==> src/rtl/tdct_pkg.sv <==
// tdct_pkg: shared types and codes for the triple down-counter timer
// beat structs for the item and result channels, op codes, register indexes
// no dependencies
package tdct_pkg;

    localparam int unsigned NUM_TIMERS = 3;
    localparam int unsigned HALF_W     = 17;
    localparam int unsigned COUNT_W    = 16;

    // op codes
    localparam logic [1:0] OP_TICK  = 2'd0;
    localparam logic [1:0] OP_WRITE = 2'd1;
    localparam logic [1:0] OP_READ  = 2'd2;

    // register indexes
    localparam logic [2:0] REG_T1_LO = 3'd0;
    localparam logic [2:0] REG_T1_HI = 3'd1;
    localparam logic [2:0] REG_T2_LO = 3'd2;
    localparam logic [2:0] REG_T2_HI = 3'd3;
    localparam logic [2:0] REG_T3_LO = 3'd4;
    localparam logic [2:0] REG_T3_HI = 3'd5;

    typedef struct packed {
        logic [1:0] op;
        logic [2:0] reg_index;
        logic [7:0] write_byte;
    } t_in_item;

    typedef struct packed {
        logic [7:0] read_byte;
        logic [2:0] underflow_flags;
    } t_out_item;

endpackage

==> src/rtl/triple_down_counter_timer_unit.sv <==
// triple_down_counter_timer_unit: three 16-bit interval timers behind six byte registers
// counters, reload latch and run flags update in one pass; result held in an output register
// depends on tdct_pkg
//
// usage
//   item channel (i_in_valid / o_in_ready / i_in): one beat is a tick, a register
//   write or a register read. result channel (o_out_valid / i_out_ready / o_out):
//   exactly one beat per item, in item order.
//   a tick steps every running counter by one half step; a counter that reaches
//   zero raises its underflow flag in that tick's result. timer 1 then reloads
//   from its latch, timers 2 and 3 wrap on. a zero count or a zero latch gives
//   the full 65536-count period.
//   writes to timer 1 bytes load the reload latch and restart the count from it;
//   writes to timer 2/3 bytes replace one byte of the live count. a low-byte
//   write stops the timer, a high-byte write starts it. reads return a count
//   byte; unused indexes read 0 and ignore writes.
// throughput
//   one item per cycle while not stalled; each result appears in the next cycle.
//   all state updates sit between the item handshake and the output register.
// reset
//   synchronous, active low: counters, latch and run flags cleared, no result pending.
// stall
//   the output register holds its beat while i_out_ready is low; o_in_ready drops
//   only while a result waits and the receiver is not taking it.
module triple_down_counter_timer_unit
    import tdct_pkg::*;
(
    input  logic      i_clk,
    input  logic      i_rst_n,
    input  logic      i_in_valid,
    output logic      o_in_ready,
    input  t_in_item  i_in,
    output logic      o_out_valid,
    input  logic      i_out_ready,
    output t_out_item o_out
);

    // timer state
    logic [HALF_W-1:0]     r_half [NUM_TIMERS];
    logic [HALF_W-1:0]     n_half [NUM_TIMERS];
    logic [COUNT_W-1:0]    r_latch;
    logic [COUNT_W-1:0]    n_latch;
    logic [NUM_TIMERS-1:0] r_running;
    logic [NUM_TIMERS-1:0] n_running;

    // output register
    logic      r_out_valid;
    t_out_item r_out;
    t_out_item n_out;

    logic w_in_fire;

    // take a new item whenever the output slot is free or being drained
    assign o_in_ready  = !r_out_valid || i_out_ready;
    assign w_in_fire   = i_in_valid && o_in_ready;
    assign o_out_valid = r_out_valid;
    assign o_out       = r_out;

    // decode of the register index
    logic [1:0] w_sel;
    logic       w_high;
    logic       w_known;
    assign w_sel   = i_in.reg_index[2:1];
    assign w_high  = i_in.reg_index[0];
    assign w_known = (i_in.reg_index <= REG_T3_HI);

    always_comb begin
        logic [HALF_W-1:0] v_dec;
        logic [COUNT_W-1:0] v_latch;
        for (int t = 0; t < NUM_TIMERS; t++) begin
            n_half[t] = r_half[t];
        end
        n_latch   = r_latch;
        n_running = r_running;
        n_out     = '0;
        v_dec     = '0;
        v_latch   = r_latch;

        case (i_in.op)
            OP_TICK: begin
                // each running timer steps one half count
                for (int t = 0; t < NUM_TIMERS; t++) begin
                    if (r_running[t]) begin
                        v_dec = r_half[t] - HALF_W'(1);
                        if (v_dec == '0) begin
                            n_out.underflow_flags[t] = 1'b1;
                            // timer 1 reloads from its latch
                            if (t == 0) begin
                                v_dec = {r_latch, 1'b0};
                            end
                        end
                        n_half[t] = v_dec;
                    end
                end
            end
            OP_WRITE: begin
                if (w_known) begin
                    if (w_sel == 2'd0) begin
                        // timer 1: update latch and restart from it
                        if (w_high) begin
                            v_latch = {i_in.write_byte, r_latch[7:0]};
                        end else begin
                            v_latch = {r_latch[15:8], i_in.write_byte};
                        end
                        n_latch   = v_latch;
                        n_half[0] = {v_latch, 1'b0};
                    end else if (w_high) begin
                        // high count byte, half bit cleared
                        n_half[w_sel] = {i_in.write_byte, r_half[w_sel][8:1], 1'b0};
                    end else begin
                        // low count byte, half bit cleared
                        n_half[w_sel] = {r_half[w_sel][16:9], i_in.write_byte, 1'b0};
                    end
                    n_running[w_sel] = w_high;
                end
            end
            OP_READ: begin
                if (w_known) begin
                    if (w_high) begin
                        n_out.read_byte = r_half[w_sel][16:9];
                    end else begin
                        n_out.read_byte = r_half[w_sel][8:1];
                    end
                end
            end
            default: begin
                // unused op: no state change, zero result
            end
        endcase
    end

    always_ff @(posedge i_clk) begin
        if (!i_rst_n) begin
            for (int t = 0; t < NUM_TIMERS; t++) begin
                r_half[t] <= '0;
            end
            r_latch     <= '0;
            r_running   <= '0;
            r_out_valid <= 1'b0;
        end else begin
            if (w_in_fire) begin
                for (int t = 0; t < NUM_TIMERS; t++) begin
                    r_half[t] <= n_half[t];
                end
                r_latch     <= n_latch;
                r_running   <= n_running;
                r_out_valid <= 1'b1;
            end else if (i_out_ready) begin
                r_out_valid <= 1'b0;
            end
        end
    end

    // result payload, loaded only with an accepted item
    always_ff @(posedge i_clk) begin
        if (w_in_fire) begin
            r_out <= n_out;
        end
    end

`ifndef ASSERT_OFF
    // every accepted item yields a result beat next cycle
    a_result_follows: assert property (@(posedge i_clk) disable iff (!i_rst_n)
        w_in_fire |=> o_out_valid)
        else $error("no result beat after accepted item");

    // only ticks report underflow
    a_flags_tick_only: assert property (@(posedge i_clk) disable iff (!i_rst_n)
        (w_in_fire && i_in.op != OP_TICK) |=> o_out.underflow_flags == '0)
        else $error("underflow flags on a non-tick item");

    // only reads return a byte
    a_read_only: assert property (@(posedge i_clk) disable iff (!i_rst_n)
        (w_in_fire && i_in.op != OP_READ) |=> o_out.read_byte == '0)
        else $error("read byte on a non-read item");

    // a stopped timer 2 holds its count on a tick
    a_stopped_holds: assert property (@(posedge i_clk) disable iff (!i_rst_n)
        (w_in_fire && i_in.op == OP_TICK && !r_running[1])
            |=> r_half[1] == $past(r_half[1]))
        else $error("stopped timer 2 changed on a tick");

    // timer 1 underflow reloads from the latch and flags
    a_t1_reload: assert property (@(posedge i_clk) disable iff (!i_rst_n)
        (w_in_fire && i_in.op == OP_TICK && r_running[0] && r_half[0] == 17'd1)
            |=> (r_half[0] == {r_latch, 1'b0}) && o_out.underflow_flags[0])
        else $error("timer 1 did not reload on underflow");
`endif

endmodule

==> config.mk <==
export PLATFORM = sky130hd
export DESIGN_NAME = triple_down_counter_timer_unit
export DESIGN_NICKNAME = d
export VERILOG_FILES = /design/src/rtl/tdct_pkg.sv /design/src/rtl/triple_down_counter_timer_unit.sv
export SDC_FILE = /design/constraint.sdc
export NUM_CORES = 1
export LEC_CHECK = 0
export BUFFER_PORTS_ARGS = -buffer_cell sky130_fd_sc_hd__buf_2
export CELL_PAD_IN_SITES_DETAIL_PLACEMENT = 0
export CELL_PAD_IN_SITES_GLOBAL_PLACEMENT = 2
export CORE_MARGIN = 2
export CORE_UTILIZATION = 40
export DETAILED_ROUTE_END_ITERATION = 6
export PLACE_DENSITY = 0.82
export SLEW_MARGIN = 30
export SYNTH_ARGS = -nofsm -noshare
export SYNTH_HDL_FRONTEND = slang
export SYNTH_SLANG_ARGS = --single-unit
export TNS_END_PERCENT = 10
==> constraint.sdc <==
create_clock -name i_clk -period 6.3 [get_ports i_clk]
set_input_delay 0.63 -clock i_clk [delete_from_list [all_inputs] [get_ports i_clk]]
set_output_delay 0.63 -clock i_clk [all_outputs]
set_load 0.02 [all_outputs]
-- Word-level counts from Yosys, hierarchy flattened
Memories as Yosys holds them, arrays and structs flattened.
Index checks and enable logic that the tools add are counted.
- bitwise operators: 4
- magnitude comparators: 5
- muxes and demuxes: 30
- add/subtract/negate cells: 3
- equal/unequal tests: 2
- reduce and logical (&&, ||, !) cells: 17
- operators by type and width (cell ; count):
    17-bit 2-to-1 mux ; 9
    51-bit bitwise mux ; 2
    51-bit 2-to-1 mux ; 2
    51-bit case mux with 2 select lines ; 1
    17-bit logical NOT ; 3
    17-bit by 1-bit subtractor with 17-bit output, second input constant ; 3
    17-bit demux with 2-bit select ; 1
    34-bit 2-to-1 mux ; 1
    16-bit 2-to-1 mux ; 1
    1-bit 2-to-1 mux ; 10
    8-bit 2-to-1 mux ; 1
    2-bit AND reduction ; 4
    2-bit logical NOT ; 2
    4-bit AND reduction ; 1
    3-bit bitwise mux ; 1
    3-bit >= comparator, second input constant ; 1
    3-bit less-or-equal comparator, second input constant ; 1
    1-bit logical AND ; 3
    2-bit by 3-bit less-than comparator with 1-bit output, second input constant ; 1
    3-bit by 1-bit less-than comparator with 1-bit output, second input constant ; 1
    2-bit inverter with 3-bit output ; 1
    1-bit bitwise OR ; 3
    3-bit AND reduction ; 1
    1-bit demux with 2-bit select ; 1
    other kinds (6) ; 6
- output and inout port bits: 13
- register bits: 31
- memories kept: 1
- memory bits (writable): 51
- memory list (memory ; depth ; width ; rd ports ; clocked after Yosys merged registers in ; wr ports ; RTL line ; text):
    r_half ; 3 ; 17 ; 4 ; 0 ; 3 ; triple_down_counter_timer_unit.sv:39 ; logic [HALF_W-1:0] r_half [NUM_TIMERS];

-- Depth between registers and ports, before layout
Gate-level depths: netlist of run 1.
- word-level depth: 11
- mapped depth: 11

-- Worst setup path before layout of run 1
Ideal clock, no wire load.
- path kind: register to register
- from: memory r_half[0][1]
- to: memory r_half[0][11] (data pin)
- setup slack: 2962 ps
- period minus slack after synthesis: 3338 ps
- cell stages (with the launch flop): 12
- setup time: 180 ps
- buffers on the path: 2
- arrival time: 3158 ps
- cells stage by stage: edfxtp_1 > inv_1 > ha_1 > or3b_1 > clkbuf_1 > or4_4 > nor3b_2 > xor2_2 > nor4_2 > buf_6 > nand2_1 > a221oi_1
- RTL lines (item ; RTL line):
    start: declaration ; triple_down_counter_timer_unit.sv:39

==> impl_metrics.env, run 1 <==
export IMPL_status="finished clean"
export IMPL_ctsRootBufferMaster="clkbuf_16"
export IMPL_yosys_area_top_type="edfxtp_1"
export IMPL_crit_chain="inv_1 -> ha_1 -> or3b_1 -> or4_4 -> nor3b_2 -> xor2_2 -> nor4_2 -> buf_4 -> nand2_1 -> a221oi_1"
export IMPL_crit_path_end_kind="flip-flop"
export IMPL_io_buffers=29
export IMPL_gp_congestion=0.890
export IMPL_powerDensity_nw_per_um2=228
export IMPL_ys_top_cells_by_area="edfxtp_1 (32%), dfxtp_1 (6.8%), mux2i_1 (5.6%), a211oi_1 (4.7%), nor2_1 (4.7%)"
export IMPL_nNetsFinal=720
export IMPL_seq_area_frac_synth_pct=38.3
export IMPL_crit_slowest_cell="nor4_2"
export IMPL_cts_made_buffers=9
export IMPL_post_synth_top_count_cell="nor2_1"
export IMPL_ctsResizeCount=0
export IMPL_drv_slew=0
export IMPL_yosysWarningCount=0
export IMPL_synth_fp_nets=727
export IMPL_synthTopCellsByCount="nor2_1 (74), nand2_1 (72), edfxtp_1 (62), o21ai_0 (52), clkbuf_1 (49)"
export IMPL_drive_gt1_share_pct=9.54
export IMPL_rows=44
export IMPL_arrival_ns=3.94
export IMPL_tightestPinTransition_ns=0.888
export IMPL_maxCapViolations=0
export IMPL_drt_initial_drc_count=606
export IMPL_die_area_um2=15700
export IMPL_avgSynthCellArea_um2=8.38
export IMPL_route_detailed_drc=0
export IMPL_die_w_um=125
export IMPL_cts_tree="done"
export IMPL_hold_class="flip-flop to flip-flop"
export IMPL_cts_setup_buffers=0
export IMPL_slowest_delay_ns=0.65
export IMPL_rsz0062_at_grt="no"
export IMPL_crit_required_ns=6.46
export IMPL_start_util_pct=40.8
export IMPL_ios=30
export IMPL_post_dp_cell_area_um2=6140
export IMPL_hold_violations=0
export IMPL_grt_ovfl_total=0
export IMPL_dp_hpwl_mm=14.4
export IMPL_peakVddDrop_mv=0.154
export IMPL_cts_sinks=82
export IMPL_wirelength_mm=20.0
export IMPL_vias=5520
export IMPL_insertion_delay_ns=0.35
export IMPL_grt_pass1_vias=5225
export IMPL_synth_top_area_share_pct=31.6
export IMPL_synth_area_um2=5900
export IMPL_firstDrtPassIters=7
export IMPL_yosys_most_used_dff="edfxtp_1"
export IMPL_cts_path_max_buffers=2
export IMPL_synth_edff_count=62
export IMPL_synthCells=704
export IMPL_synth_distinct_cells=61
export IMPL_crit_type="flip-flop to flip-flop"
export IMPL_fin_crit_sh_pct=60.0
export IMPL_final_setup_tns_ns=0
export IMPL_start_kind="flip-flop"
export IMPL_cts_hold_buffers=0
export IMPL_grt_max_degree=52
export IMPL_antenna_cells=0
export IMPL_grt_first_pass_wirelength_mm=31.6
export IMPL_viasPerCell=6.23
export IMPL_ys_seq_elements=82
export IMPL_die_h_um=125
export IMPL_fmax_mhz=265
export IMPL_fp_coreArea_um2=14500
export IMPL_period_needed_ns=3.78
export IMPL_ys_async_sr_fraction_pct=0
export IMPL_p_leak_uw=0.00230
export IMPL_path_clk_slew_ns=0.06
export IMPL_antenna_found_initial=0
export IMPL_slew_headroom_pct=40.6
export IMPL_finClkSkew_ns=0.00649
export IMPL_antenna_left=0
export IMPL_wire_per_inst_um=22.6
export IMPL_cp_max_fo=11
export IMPL_grt_usage_pct=26.0
export IMPL_syn_to_final_growth_pct=9.10
export IMPL_setup_viol=0
export IMPL_h_tree_depth=3
export IMPL_postLayoutCellArea_um2=6440
[worst max-delay path: cells and delay by family, from the launching register on]
kind	cells	cell delay [ns]
and+or+nand+nor	5	1.98
buffers and inverters	2	0.44
adders and majority gates	1	0.26
AOI/OAI and AO/OA	1	0.28
xor gates and xnor gates	1	0.12
DFF	1	0.48
[cells by family (layout without fill, tap and decap cells)]
| family | count (synthesis) | in the layout | synth area share, % |
|---|---|---|---|
| buffers and inverters | 67 | 65 | 4.56 |
| XOR/XNOR | 21 | 21 | 3.24 |
| adder cells (fa/ha/maj) | 6 | 6 | 1.27 |
| AO/OA/AOI/OAI | 188 | 188 | 20.4 |
| flip-flops | 82 | 82 | 38.3 |
| AND/OR/NAND/NOR | 306 | 306 | 26.4 |
| multiplexers | 34 | 34 | 5.79 |
[final timing paths]
kind | startpoint | to | slack, ns | cells past startpoint
max | r_half[0][1]$_SDFFCE_PN0P_ | r_half[0][11]$_SDFFCE_PN0P_ | 2.52 | 10
max reg2reg | r_half[0][1]$_SDFFCE_PN0P_ | r_half[0][11]$_SDFFCE_PN0P_ | 2.52 | 10
min reg2reg | r_running[0]$_SDFFE_PN0P_ | r_running[0]$_SDFFE_PN0P_ | 0.49 | 2
min | r_running[0]$_SDFFE_PN0P_ | r_running[0]$_SDFFE_PN0P_ | 0.49 | 2
[sequential cells by signal, summed over array words and instances, names as in the netlist]
signal,count
o_out_valid,1
r_half,51
r_running,3
o_out,11
r_latch,16
[metrics by stage]
step / setup WS, ns / cells / power, uW / hold slack [ns] / utilization, %
after floorplan: 2.96 / 704 / 843 / 0.453 / -
after global placement: 2.64 / 870 / 932 / 0.476 / 42.4
after detailed placement: 2.64 / 870 / 933 / 0.479 / 42.4
after CTS: 2.58 / 886 / 1470 / 0.493 / 44.5
after global routing: 2.24 / 886 / 1530 / 0.545 / 44.5
final: 2.52 / 886 / 1470 / 0.491 / 44.5
[area by class of cell]
type                    instances  area, um^2
clock buffers                  12         278
clock inverters                 4        21.3
fillers                      1478        8040
inverters                      11        41.3
multi-input cells             555        3390
flip-flops and latches         82        2260
well taps                     184         230
repair buffers                 38         213
[power by group]
part	switching, uW	internal [uW]
Combinational	169	92.4
Sequential	50.6	616
Clock	226	311
[placed cells by master, fill, tap and decap left out, types with 11 or more instances in the layout]
cell type  Yosys  final
o21ai_0       52     50
nor3_1        26     26
nor2b_1       29     28
a221oi_1      13     13
mux2i_1       33     33
nand2b_1      32     32
nand2_1       72     71
a21oi_1       45     45
dfxtp_1       20     20
edfxtp_1      62     62
nand3_1       19     19
buf_2          2     29
xnor2_1       11     11
a211oi_1      37     37
nor2_1        74     73
[metal layers]
| metal | wire, um | vias up | track usage [%] |
|---|---|---|---|
| met5 | 0 | - | 0 |
| met4 | 571 | 0 | 8.89 |
| met3 | 1500 | 40 | 4.54 |
| met2 | 8490 | 243 | 37.8 |
| met1 | 9470 | 2642 | 38.9 |
| li1 | - | 2595 | - |
Power figures use the tool's default switching activity.
==> inputs of run 2 (changes only) <==
--- a/config.mk
+++ b/config.mk
@@ -9,9 +9,9 @@
 export CELL_PAD_IN_SITES_DETAIL_PLACEMENT = 0
 export CELL_PAD_IN_SITES_GLOBAL_PLACEMENT = 2
 export CORE_MARGIN = 2
-export CORE_UTILIZATION = 40
+export CORE_UTILIZATION = 38
 export DETAILED_ROUTE_END_ITERATION = 6
-export PLACE_DENSITY = 0.82
+export PLACE_DENSITY = 0.78
 export SLEW_MARGIN = 30
 export SYNTH_ARGS = -nofsm -noshare
 export SYNTH_HDL_FRONTEND = slang
==> constraint.sdc (replaced) <==
create_clock -name i_clk -period 3.8 [get_ports i_clk]
set_input_delay 0.38 -clock i_clk [delete_from_list [all_inputs] [get_ports i_clk]]
set_output_delay 0.38 -clock i_clk [all_outputs]
set_load 0.02 [all_outputs]
==> impl_metrics.env, run 2 (synthesis results as in run 1) <==
export IMPL_cp_endpoint="r_half[0][1]$_SDFFCE_PN0P_"
export IMPL_drv_slew=0
export IMPL_p_leak_uw=0.00232
export IMPL_rr_endpoint="r_half[0][1]$_SDFFCE_PN0P_"
export IMPL_r2r_start="r_half[0][1]$_SDFFCE_PN0P_"
export IMPL_drive_gt1_share_pct=10.3
export IMPL_cts_hold_buffers=0
export IMPL_fin_cells=900
export IMPL_reg2reg_setup_slack_ns=0.25
export IMPL_wire_per_inst_um=23.2
export IMPL_antenna_left=0
export IMPL_grt_first_pass_wirelength_mm=32.3
export IMPL_crit_required_ns=3.90
export IMPL_final_setup_tns_ns=0
export IMPL_cts_setup_buffers=0
export IMPL_start_kind="flip-flop"
export IMPL_fmax_mhz=282
export IMPL_slowest_delay_ns=0.56
export IMPL_largest_reg_flops=51
export IMPL_post_dp_cell_area_um2=6220
export IMPL_tightestPinTransition_ns=0.859
export IMPL_powerDensity_nw_per_um2=368
export IMPL_finClkSkew_ns=0.00834
export IMPL_io_buffers=29
export IMPL_layout_commonest_cell="nor2_1"
export IMPL_maxCapViolations=0
export IMPL_setup_viol=0
export IMPL_rows=45
export IMPL_viasPerCell=6.25
export IMPL_route_detailed_drc=0
export IMPL_start_util_pct=38.8
export IMPL_rsz0062_at_grt="no"
export IMPL_crit_type="flip-flop to flip-flop"
export IMPL_gp_congestion=0.923
export IMPL_die_w_um=129
export IMPL_syn_to_final_growth_pct=9.92
export IMPL_grt_pass1_vias=5286
export IMPL_cp_max_fo=12
export IMPL_arrival_ns=3.65
export IMPL_ctsResizeCount=0
export IMPL_hold_class="input port to flip-flop"
export IMPL_die_area_um2=16500
export IMPL_drt_initial_drc_count=569
export IMPL_crit_chain="inv_1 -> ha_1 -> or3b_1 -> or4_4 -> nor3b_2 -> xor2_2 -> nor4_2 -> buf_4 -> mux2i_1 -> a41o_1"
export IMPL_crit_path_end_kind="flip-flop"
export IMPL_dp_hpwl_mm=15.0
export IMPL_ctsRootBufferMaster="clkbuf_16"
export IMPL_grt_ovfl_total=0
export IMPL_status="finished clean"
export IMPL_nNetsFinal=729
export IMPL_cts_made_buffers=9
export IMPL_cts_path_max_buffers=2
export IMPL_n_fill_cell=1519
export IMPL_path_clk_slew_ns=0.06
export IMPL_wirelength_mm=20.9
export IMPL_firstDrtPassIters=5
export IMPL_regMostFlops="r_half"
export IMPL_crit_slowest_cell="or4_4"
export IMPL_die_h_um=129
export IMPL_insertion_delay_ns=0.35
export IMPL_cts_tree="done"
export IMPL_period_needed_ns=3.55
export IMPL_ios=30
export IMPL_slew_headroom_pct=42.5
export IMPL_seq_area_um2=2260
export IMPL_fp_coreArea_um2=15200
export IMPL_mostFrequentLayoutCells="nor2_1 (73), nand2_1 (71), edfxtp_1 (62)"
export IMPL_cts_sinks=82
export IMPL_postLayoutCellArea_um2=6490
export IMPL_antenna_found_initial=0
export IMPL_hold_violations=0
export IMPL_vias=5621
export IMPL_fin_crit_sh_pct=93.3
export IMPL_rr_worst_depth=10
export IMPL_grt_usage_pct=26.1
export IMPL_grt_max_degree=40
export IMPL_critPathLaunch="r_half[0][1]$_SDFFCE_PN0P_"
export IMPL_h_tree_depth=3
export IMPL_peakVddDrop_mv=0.236
export IMPL_dpl_cell_count=883
export IMPL_multi_input_area_um2=3390
-- run 2: cell types whose count changed in the layout (fill, tap and decap cells not counted) --
cell,delta
inv_4,-1
buf_12,+1
diode_2,+1
clkbuf_16,-1
nand2_2,+1
buf_4,+8
clkbuf_1,+3
clkbuf_8,-1
nand2_4,-1
-- run 2: how the worst min path moves through the flow --
stage | from | end | slack (ns) | cells past startpoint
after floorplan | r_running[0]$_SDFFE_PN0P_ | r_running[0]$_SDFFE_PN0P_ | 0.45 | 2
after global routing | i_in_valid | o_out_valid$_SDFFE_PN0P_ | 0.31 | 3
after global placement | r_running[2]$_SDFFE_PN0P_ | r_running[2]$_SDFFE_PN0P_ | 0.51 | 2
after CTS | i_in_valid | o_out_valid$_SDFFE_PN0P_ | 0.28 | 3
after detailed placement | r_running[2]$_SDFFE_PN0P_ | r_running[2]$_SDFFE_PN0P_ | 0.51 | 2
final | i_in_valid | o_out_valid$_SDFFE_PN0P_ | 0.29 | 3
-- run 2: per-layer routing --
layer | global-route usage [%] | vias to the layer above | share of wire (%)
li1 | - | 2615 | -
met1 | 38.0 | 2753 | 47
met2 | 40.0 | 223 | 45
met5 | 0 | - | 0
met4 | 7.10 | 0 | 1.8
met3 | 4.78 | 30 | 6.7
-- run 2: area by class of cell --
cell class                 instances  area share [%]
tap                              188            3.63
multi-input combinational        555            52.2
antenna                            1          0.0386
sequential                        82            34.9
timing repair buffer              47            4.51
clock inverter                     3           0.231
inverter                          11           0.637
clock buffer                      13            3.86
-- run 2: critical path, delay by kind of cell, from the launching register on --
family | cells | cell delay [ns]
AO/OA/AOI/OAI | 1 | 0.24
XOR/XNOR | 1 | 0.13
adder cells (fa/ha/maj) | 1 | 0.29
buffers and inverters | 2 | 0.40
flip-flops | 1 | 0.49
multiplexers | 1 | 0.09
AND/OR/NAND/NOR | 4 | 1.64
-- run 2: power breakdown --
part	total (uW)	internal (uW)	switching, uW	leakage [uW]
Sequential	1100	1020	83.9	0.000804
Combinational	447	160	287	0.00138
Clock	833	459	374	0.000133
-- run 2: stage by stage --
stage	power [uW]	hold WS, ns	setup WS [ns]	util, %
2_1_floorplan	1400	0.453	0.462	-
5_1_grt	2480	0.309	0.0865	42.7
4_1_cts	2390	0.281	0.295	42.7
6_report	2390	0.291	0.254	42.7
3_5_place_dp	1560	0.508	0.316	40.9
3_3_place_gp	1560	0.506	0.418	40.9
